[config.mk]
export PLATFORM = sky130hd
export DESIGN_NAME = lsmf_core
export DESIGN_NICKNAME = d
export VERILOG_FILES = /design/src/lsmf_pkg.sv /design/src/lsmf_core.sv
export SDC_FILE = /design/constraint.sdc
export NUM_CORES = 2
export LEC_CHECK = 0
export BUFFER_PORTS_ARGS = -buffer_cell sky130_fd_sc_hd__buf_2
export CAP_MARGIN = 10
export CORE_MARGIN = 1.5
export CORE_UTILIZATION = 60
export CTS_CLUSTER_DIAMETER = 200
export DETAILED_ROUTE_END_ITERATION = 6
export GPL_TIMING_DRIVEN = 0
export PLACE_DENSITY = 0.84
export SYNTH_ARGS = -nofsm -noshare
export SYNTH_HDL_FRONTEND = slang
export SYNTH_SLANG_ARGS = --single-unit
[constraint.sdc]
create_clock -name i_clk -period 7.2 [get_ports i_clk]
set_clock_uncertainty 0.1 [all_clocks]
set_input_delay 0.36 -clock i_clk [delete_from_list [all_inputs] [get_ports i_clk]]
set_output_delay 0.36 -clock i_clk [all_outputs]
set_load 0.1 [all_outputs]
[src/lsmf_pkg.sv]
package lsmf_pkg;

    localparam int TAG_BITS   = 64;
    localparam int AGENT_BITS = 4;

    // agent field on the wire is four bits; only the low AGENT_USED bits of it are kept
    localparam int AGENT_USED = (AGENT_BITS < 4) ? AGENT_BITS : 4;
    localparam logic [3:0] AGENT_MASK = 4'((1 << AGENT_USED) - 1);

    typedef enum logic [1:0] {
        MODE_APPLY = 2'd0,
        MODE_BEGIN = 2'd1,
        MODE_TRACK = 2'd2
    } t_mode;

    typedef enum logic [2:0] {
        MSG_WELCOME = 3'd0,
        MSG_CATALOG = 3'd1,
        MSG_FOCUS   = 3'd2,
        MSG_STATS   = 3'd3,
        MSG_ACK     = 3'd4,
        MSG_NOTICE  = 3'd5,
        MSG_PING    = 3'd6,
        MSG_OTHER   = 3'd7
    } t_msg;

    typedef enum logic [1:0] {
        VD_IGNORED  = 2'd0,
        VD_APPLIED  = 2'd1,
        VD_BUFFERED = 2'd2
    } t_verdict;

    localparam int FL_CATALOG = 0;
    localparam int FL_FOCUS   = 1;
    localparam int FL_STATS   = 2;
    localparam int FL_NOTICE  = 3;
    localparam int FL_PING    = 4;

    typedef struct packed {
        logic [1:0]  mode;
        logic [2:0]  msg_type;
        logic        has_link;
        logic [63:0] link_tag;
        logic [31:0] seq_num;
        logic [31:0] sel_rev;
        logic [3:0]  agent_num;
        logic [63:0] action_tag;
        logic [7:0]  ack_status;
        logic [31:0] payload_word;
    } t_in_word;

    typedef struct packed {
        logic [1:0]  verdict;
        logic [1:0]  link_phase;
        logic [3:0]  current_agent;
        logic [31:0] current_rev;
        logic [4:0]  valid_flags;
        logic        action_waiting;
        logic [31:0] focus_word;
        logic [31:0] stats_word;
        logic [31:0] ping_ms;
    } t_out_word;

    // one buffered focus or stats body
    typedef struct packed {
        logic        vld;
        logic [31:0] rev;
        logic [3:0]  agent;
        logic [31:0] word;
    } t_slot;

endpackage

[src/lsmf_core.sv]
module lsmf_core
    import lsmf_pkg::*;
(
    input  logic      i_clk,
    input  logic      i_rst_n,
    input  logic      i_fire,
    input  t_in_word  i_word,
    output t_out_word o_res
);

    typedef enum logic [1:0] {
        PH_DOWN   = 2'd0,
        PH_HAND   = 2'd1,
        PH_ONLINE = 2'd2
    } t_phase;

    t_phase                r_phase, n_phase;
    logic [TAG_BITS-1:0]   r_bound, n_bound;
    logic [31:0]           r_last_seq, n_last_seq;
    logic [3:0]            r_agent, n_agent;
    logic [31:0]           r_rev, n_rev;
    logic [4:0]            r_flags, n_flags;
    logic [31:0]           r_focus, n_focus;
    logic [31:0]           r_stats, n_stats;
    logic [31:0]           r_ping, n_ping;
    t_slot                 r_fslot, n_fslot;
    t_slot                 r_sslot, n_sslot;
    logic                  r_track_vld, n_track_vld;
    logic [TAG_BITS-1:0]   r_track_tag, n_track_tag;

    logic [TAG_BITS-1:0]   link_in;
    logic [TAG_BITS-1:0]   act_in;
    logic [3:0]            agent_in;
    logic                  link_ok;
    t_verdict              verdict;

    assign link_in  = i_word.link_tag[TAG_BITS-1:0];
    assign act_in   = i_word.action_tag[TAG_BITS-1:0];
    assign agent_in = i_word.agent_num & AGENT_MASK;
    assign link_ok  = i_word.has_link && (link_in == r_bound)
                      && (i_word.seq_num > r_last_seq);

    always_comb begin
        n_phase     = r_phase;
        n_bound     = r_bound;
        n_last_seq  = r_last_seq;
        n_agent     = r_agent;
        n_rev       = r_rev;
        n_flags     = r_flags;
        n_focus     = r_focus;
        n_stats     = r_stats;
        n_ping      = r_ping;
        n_fslot     = r_fslot;
        n_sslot     = r_sslot;
        n_track_vld = r_track_vld;
        n_track_tag = r_track_tag;
        verdict     = VD_IGNORED;

        case (i_word.mode)
            MODE_APPLY: begin
                case (r_phase)
                    PH_HAND: begin
                        if (i_word.msg_type == MSG_WELCOME && i_word.has_link
                            && i_word.seq_num == 32'd1) begin
                            n_bound     = link_in;
                            n_last_seq  = i_word.seq_num;
                            n_phase     = PH_ONLINE;
                            n_agent     = agent_in;
                            n_rev       = i_word.sel_rev;
                            n_flags     = r_flags & 5'(1 << FL_CATALOG);
                            n_fslot.vld = 1'b0;
                            n_sslot.vld = 1'b0;
                            n_track_vld = 1'b0;
                            verdict     = VD_APPLIED;
                        end
                    end
                    PH_ONLINE: begin
                        if (link_ok) begin
                            n_last_seq = i_word.seq_num;
                            case (i_word.msg_type)
                                MSG_CATALOG: begin
                                    n_flags[FL_CATALOG] = 1'b1;
                                    verdict = VD_APPLIED;
                                end
                                MSG_FOCUS: begin
                                    if (i_word.sel_rev > r_rev) begin
                                        n_fslot = {1'b1, i_word.sel_rev, agent_in,
                                                   i_word.payload_word};
                                        verdict = VD_BUFFERED;
                                    end else if (i_word.sel_rev == r_rev
                                                 && agent_in == r_agent) begin
                                        n_focus = i_word.payload_word;
                                        n_flags[FL_FOCUS] = 1'b1;
                                        verdict = VD_APPLIED;
                                    end
                                end
                                MSG_STATS: begin
                                    if (i_word.sel_rev > r_rev) begin
                                        n_sslot = {1'b1, i_word.sel_rev, agent_in,
                                                   i_word.payload_word};
                                        verdict = VD_BUFFERED;
                                    end else if (i_word.sel_rev == r_rev
                                                 && agent_in == r_agent) begin
                                        n_stats = i_word.payload_word;
                                        n_flags[FL_STATS] = 1'b1;
                                        verdict = VD_APPLIED;
                                    end
                                end
                                MSG_ACK: begin
                                    if (r_track_vld && act_in == r_track_tag) begin
                                        n_track_vld = 1'b0;
                                        n_fslot.vld = 1'b0;
                                        n_sslot.vld = 1'b0;
                                        verdict     = VD_APPLIED;
                                        if (i_word.ack_status == 8'd0) begin
                                            n_agent = agent_in;
                                            n_rev   = i_word.sel_rev;
                                            // promote slots that match the new selection
                                            if (r_fslot.vld && r_fslot.rev == i_word.sel_rev
                                                && r_fslot.agent == agent_in) begin
                                                n_focus = r_fslot.word;
                                                n_flags[FL_FOCUS] = 1'b1;
                                            end
                                            if (r_sslot.vld && r_sslot.rev == i_word.sel_rev
                                                && r_sslot.agent == agent_in) begin
                                                n_stats = r_sslot.word;
                                                n_flags[FL_STATS] = 1'b1;
                                            end
                                        end
                                    end
                                end
                                MSG_NOTICE: begin
                                    n_flags[FL_NOTICE] = 1'b1;
                                    verdict = VD_APPLIED;
                                end
                                MSG_PING: begin
                                    n_ping = i_word.payload_word;
                                    n_flags[FL_PING] = 1'b1;
                                    verdict = VD_APPLIED;
                                end
                                default: verdict = VD_IGNORED;
                            endcase
                        end
                    end
                    default: verdict = VD_IGNORED;
                endcase
            end
            MODE_BEGIN: begin
                // selection survives, everything else of the link goes
                n_phase     = PH_HAND;
                n_bound     = '0;
                n_last_seq  = '0;
                n_flags     = '0;
                n_focus     = '0;
                n_stats     = '0;
                n_ping      = '0;
                n_fslot.vld = 1'b0;
                n_sslot.vld = 1'b0;
                n_track_vld = 1'b0;
                verdict     = VD_APPLIED;
            end
            MODE_TRACK: begin
                n_track_vld = 1'b1;
                n_track_tag = act_in;
                verdict     = VD_APPLIED;
            end
            default: verdict = VD_IGNORED;
        endcase
    end

    always_ff @(posedge i_clk) begin
        if (!i_rst_n) begin
            r_phase     <= PH_DOWN;
            r_bound     <= '0;
            r_last_seq  <= '0;
            r_agent     <= '0;
            r_rev       <= '0;
            r_flags     <= '0;
            r_focus     <= '0;
            r_stats     <= '0;
            r_ping      <= '0;
            r_fslot     <= '0;
            r_sslot     <= '0;
            r_track_vld <= 1'b0;
            r_track_tag <= '0;
        end else if (i_fire) begin
            r_phase     <= n_phase;
            r_bound     <= n_bound;
            r_last_seq  <= n_last_seq;
            r_agent     <= n_agent;
            r_rev       <= n_rev;
            r_flags     <= n_flags;
            r_focus     <= n_focus;
            r_stats     <= n_stats;
            r_ping      <= n_ping;
            r_fslot     <= n_fslot;
            r_sslot     <= n_sslot;
            r_track_vld <= n_track_vld;
            r_track_tag <= n_track_tag;
        end
    end

    assign o_res.verdict        = verdict;
    assign o_res.link_phase     = n_phase;
    assign o_res.current_agent  = n_agent;
    assign o_res.current_rev    = n_rev;
    assign o_res.valid_flags    = n_flags;
    assign o_res.action_waiting = n_track_vld;
    assign o_res.focus_word     = n_focus;
    assign o_res.stats_word     = n_stats;
    assign o_res.ping_ms        = n_ping;

    a_begin_clears: assert property (@(posedge i_clk) disable iff (!i_rst_n)
        (i_fire && i_word.mode == MODE_BEGIN) |=>
            (r_phase == PH_HAND && r_flags == 5'd0 && !r_track_vld))
        else $error("begin handshake did not clear the link");

    a_down_quiet: assert property (@(posedge i_clk) disable iff (!i_rst_n)
        (r_phase == PH_DOWN) |-> (r_flags == 5'd0 && !r_fslot.vld && !r_sslot.vld))
        else $error("link down with live flags or buffers");

    a_never_down: assert property (@(posedge i_clk) disable iff (!i_rst_n)
        (r_phase != PH_DOWN) |=> (r_phase != PH_DOWN))
        else $error("phase fell back to link down");

    a_hold_idle: assert property (@(posedge i_clk) disable iff (!i_rst_n)
        !i_fire |=> ($stable(r_last_seq) && $stable(r_flags) && $stable(r_rev)))
        else $error("state moved without a word");

endmodule

---- Word level (Yosys, flattened, before mapping) ----
Index checks and enable logic that the tools add are counted.
Widths: inputs -> output; s select.
word-level totals
  logic and storage cells ................. 165
  register bits ........................... 438
  output and inout port bits .............. 142
cells by class
  eq/ne operators ......................... 29
  reduce and logical (&&, ||, !) cells .... 24
  multiplexer cells ....................... 91
  $lt $le $gt $ge ......................... 2
operator list
  cell                 number
  $mux 32              25
  $pmux 32 s2          8
  $mux 69              4
  $mux 68              2
  $eq 64x64->1         2
  $mux 64              2
  $pmux 64 s2          1
  $eq 32x32->1         3
  $gt 32x32->1         2
  $eq 32x1->1 const B  1
  $mux 4               6
  $pmux 5 s2           2
  $mux 1               18
  $pmux 1 s2           9
  $reduce_and 8->1     2
  $eq 4x4->1           3
  $mux 2               6
  $ne 4x4->1 const B   3
  $pmux 2 s2           3
  $reduce_and 6->1     2
  $logic_and 1x1->1    10
  $mux 5               2
  $eq 3x3->1 const B   3
  $logic_not 8->1      1
  20 further kinds     26

---- Logic depth before layout (Yosys ltp) ----
  depth after elaboration ................. 10
  depth in mapped cells ................... 14
  depth with buffers taken out ............ 11

---- Least setup slack after synthesis ----
No wires, ideal clock.
  path type ............................... in2out
  start ................................... in i_word[141] (netlist name)
  end ..................................... out o_res[0] (netlist name)
  path buffers ............................ 2
  stages .................................. 11
  data required time ...................... 6.740 ns
  arrival ................................. 4.888 ns
  path slack .............................. 1.852 ns
  path through ............................ ha_1 -> nor2b_1 -> o211ai_1 -> a21boi_0 -> o41ai_1 -> nor4bb_1 -> nor3_2 -> and4_1 -> buf_2 -> clkbuf_1 -> o21ai_0
RTL lines
  what                RTL line        source
  start: declaration  lsmf_core.sv:7  input t_in_word i_word,
  end: declaration    lsmf_core.sv:8  output t_out_word o_res

==> out/qor.txt <==
largest net degree at the start of global routing - 14
worst hold path stage count - 3
number of DRC markers in iteration 0 - 1889
worst-path cell chain - dlygate4sd3_1, buf_2, ha_1, nand4_1, nor4_1, a21boi_0, o41ai_1, nor4bb_1, clkbuf_2, nor4_1, o211ai_1, clkbuf_1, a22o_1, buf_2
count of cell types in the netlist - 62
Mapped Cells - 2709
Hold Violations, Final - 0
critical path class - in -> out
Layout Nets - 3554
initial core utilization - 0.614
Worst setup EP type - output port
Max Cap Violations - 0
DRT Wirelength - 79800 um
DRC violations left - 0
core area - 0.0379 mm^2
routability cong. - 0.964
Tightest Pin Transition - 1260 ps
CTS tree - done
reg2reg end - r_ping[4]$_SDFFE_PN0P_
CP Depth - 14
Detailed Place HPWL - 56000 um
# IOs - 387
flop-to-flop setup slack - 2420 ps
Crit path arrival time - 5440 ps
Post-synth EDFFs - 0
Max Slew Vio Count - 0
Worst R2R Start - r_last_seq[14]$_SDFFE_PN0P_
Clock Tree Buf Depth - 3
vias post-DR - 23200
crit path buf inv count - 5
Crit path required time - 6740 ps
RSZ-0062 raised after global routing - false
placed insts - 3601
fin util - 0.746
vias in the first global route - 22900
dominant synthesized flop cell - dfxtp_1
die area - 0.0400 mm^2
Pwr Total - 5.44 mW
initial antenna violation count - 10
ys async rst share - 0
Die X - 200 um
final critical-path share of the clock period - 0.819
fmax - 0.170 GHz
clock-pin slew on the worst setup and hold paths - 60 ps
leading cell types in the layout, fill and taps excluded - dfxtp_1 (438), buf_2 (398), nand2_1 (368)
max_slew headroom - 0.156
H-Tree Level Count - 2
Min-Delay Path Class - in -> reg
DRT Pass-1 Iters - 6
post-synth net total - 3024
post-route cell area - 0.0283 mm^2
setup_tns - 0 ps
worst-skew pair later-pin latency - 590 ps
first-pass GRT wire length - 123000 um
post-CTS sizing - 0
Syn. warnings - 0
Vias/cell - 6.13
reg2reg path depth - 14
drt wl/cell - 21.1 um
Finished Layout Cells - 3783
Leak - 10.3 nW
num rows - 71
sequential fraction of the synthesis area - 0.377
DP Area - 0.0258 mm^2
Final ANT Viol Nets - 0
TritonCTS Buffers - 46
status - finished clean
GRT Overall Usage - 0.393
synthesis-to-layout area growth - 21.6%
grt total ovfl - 0
Hold Crit Endpoint - r_last_seq[28]$_SDFFE_PN0P_
Max stage delay cell, worst path - o211ai_1
Crit path max-delay family - buffers and inverters
I/O Buffers - 380
DIE HEIGHT - 200 um
peak supply drop - 175 uV
Yosys reg bits - 438
Post-Syn Area - 0.0233 mm^2
most common cell after layout, fill and taps aside - dfxtp_1
CP startpoint kind - input pin
Critical Path Max Stage Delay - 990 ps
min-delay src - i_word[168]
power per standard cell area - 192 mW/mm^2
root buf cell - clkbuf_16
post-layout min period - 5900 ps
Num Clock Sinks - 438
worst-path fanout max - 10
Syn Area/Cell - 8.59 um^2
layout cell share with drive strength beyond 1 - 0.147
Final setup viols - 0
==> worst min-delay path: stages <==
cell and delay, ps:
buf_2 120, nand4b_1 90, a21boi_0 80
==> cell families after synthesis <==
family | share of synthesized area
xor+xnor | 0.0632
mux | 0.0593
compound gates | 0.202
simple gates | 0.208
buf+inv | 0.0532
fa+ha+maj | 0.0376
flops | 0.377
==> what timing repair did <==
item,4_1_cts,5_1_grt
hold buffers,100,0
setup buffers,0,0
endpoints found under the hold margin,100,0
==> power breakdown <==
part           switching (mW)  total, mW  internal [mW]
Combinational           0.376      0.617          0.242
Clock                   0.983       2.34           1.35
Sequential             0.0239       2.48           2.46
==> metal layers <==
layer | global-route usage | wire length, um | up-vias
met1 | 0.487 | 31800 | 11100
met2 | 0.644 | 37000 | 1190
met3 | 0.0783 | 6690 | 297
met4 | 0.214 | 4270 | 8
li1 | - | - | 10600
met5 | 0 | 51 | -
==> synthesized netlist by cell type (4+ instances only) <==
| master | instances | area share |
|---|---|---|
| a21o_1 | 6 | 0.0019 |
| buf_2 | 17 | 0.0037 |
| buf_1 | 7 | 0.0011 |
| a21boi_0 | 101 | 0.033 |
| buf_6 | 4 | 0.0019 |
| o31ai_1 | 5 | 0.0016 |
| a22o_1 | 106 | 0.040 |
| nand2_1 | 368 | 0.059 |
| o21ai_0 | 56 | 0.012 |
| nor2_1 | 30 | 0.0048 |
| nand4_1 | 46 | 0.012 |
| o211ai_1 | 8 | 0.0026 |
| nand2b_1 | 39 | 0.010 |
| and2_1 | 6 | 0.0016 |
| o2bb2ai_1 | 129 | 0.049 |
| nor2b_1 | 219 | 0.059 |
| o2111ai_1 | 8 | 0.0030 |
| nor3_1 | 21 | 0.0045 |
| o221ai_1 | 5 | 0.0019 |
| nor4_1 | 53 | 0.014 |
| ha_1 | 70 | 0.038 |
| mux2i_1 | 138 | 0.059 |
| nand4b_1 | 33 | 0.012 |
| nor3b_1 | 51 | 0.016 |
| a2111o_1 | 4 | 0.0019 |
| inv_1 | 97 | 0.016 |
| xnor2_1 | 73 | 0.027 |
| clkbuf_1 | 185 | 0.030 |
| a21oi_1 | 220 | 0.047 |
| dfxtp_1 | 438 | 0.38 |
| nand3_1 | 22 | 0.0047 |
| xor2_1 | 95 | 0.036 |
==> registers in the layout, indices dropped and copies added (netlist names) <==
name         count
r_agent          4
r_bound         64
r_flags          5
r_focus         32
r_fslot         69
r_last_seq      32
r_phase          2
r_ping          32
r_rev           32
r_sslot         69
r_stats         32
r_track_tag     64
r_track_vld      1
==> area by class of cell <==
cell class | instances | area (um^2)
Inverter | 97 | 364
Fill cell | 2820 | 9640
Sequential cell | 438 | 8770
Clock inverter | 8 | 68.8
Multi-Input combinational cell | 1958 | 13300
Tap cell | 511 | 639
Antenna cell | 5 | 12.5
Clock buffer | 68 | 1390
Buffer | 216 | 873
Timing Repair Buffer | 482 | 2910
==> through the flow <==
| step | hold slack, ps | setup WS (ps) |
|---|---|---|
| floorplan | 325 | 1850 |
| global placement | 340 | 1640 |
| detailed placement | 345 | 1780 |
| CTS | 0.632 | 1200 |
| global route | 24.4 | 1200 |
| finish | 19.6 | 1300 |
==> how the worst max path moves through the flow <==
stage	from	endpoint	slack, ps
floorplan	i_word[141]	o_res[0]	1850
global placement	i_word[101]	o_res[95]	1640
detailed placement	i_word[154]	o_res[137]	1780
CTS	i_word[152]	o_res[137]	1200
global route	i_word[152]	o_res[137]	1200
finish	i_word[152]	o_res[137]	1300
No activity file was read; power rests on OpenSTA's default activity.
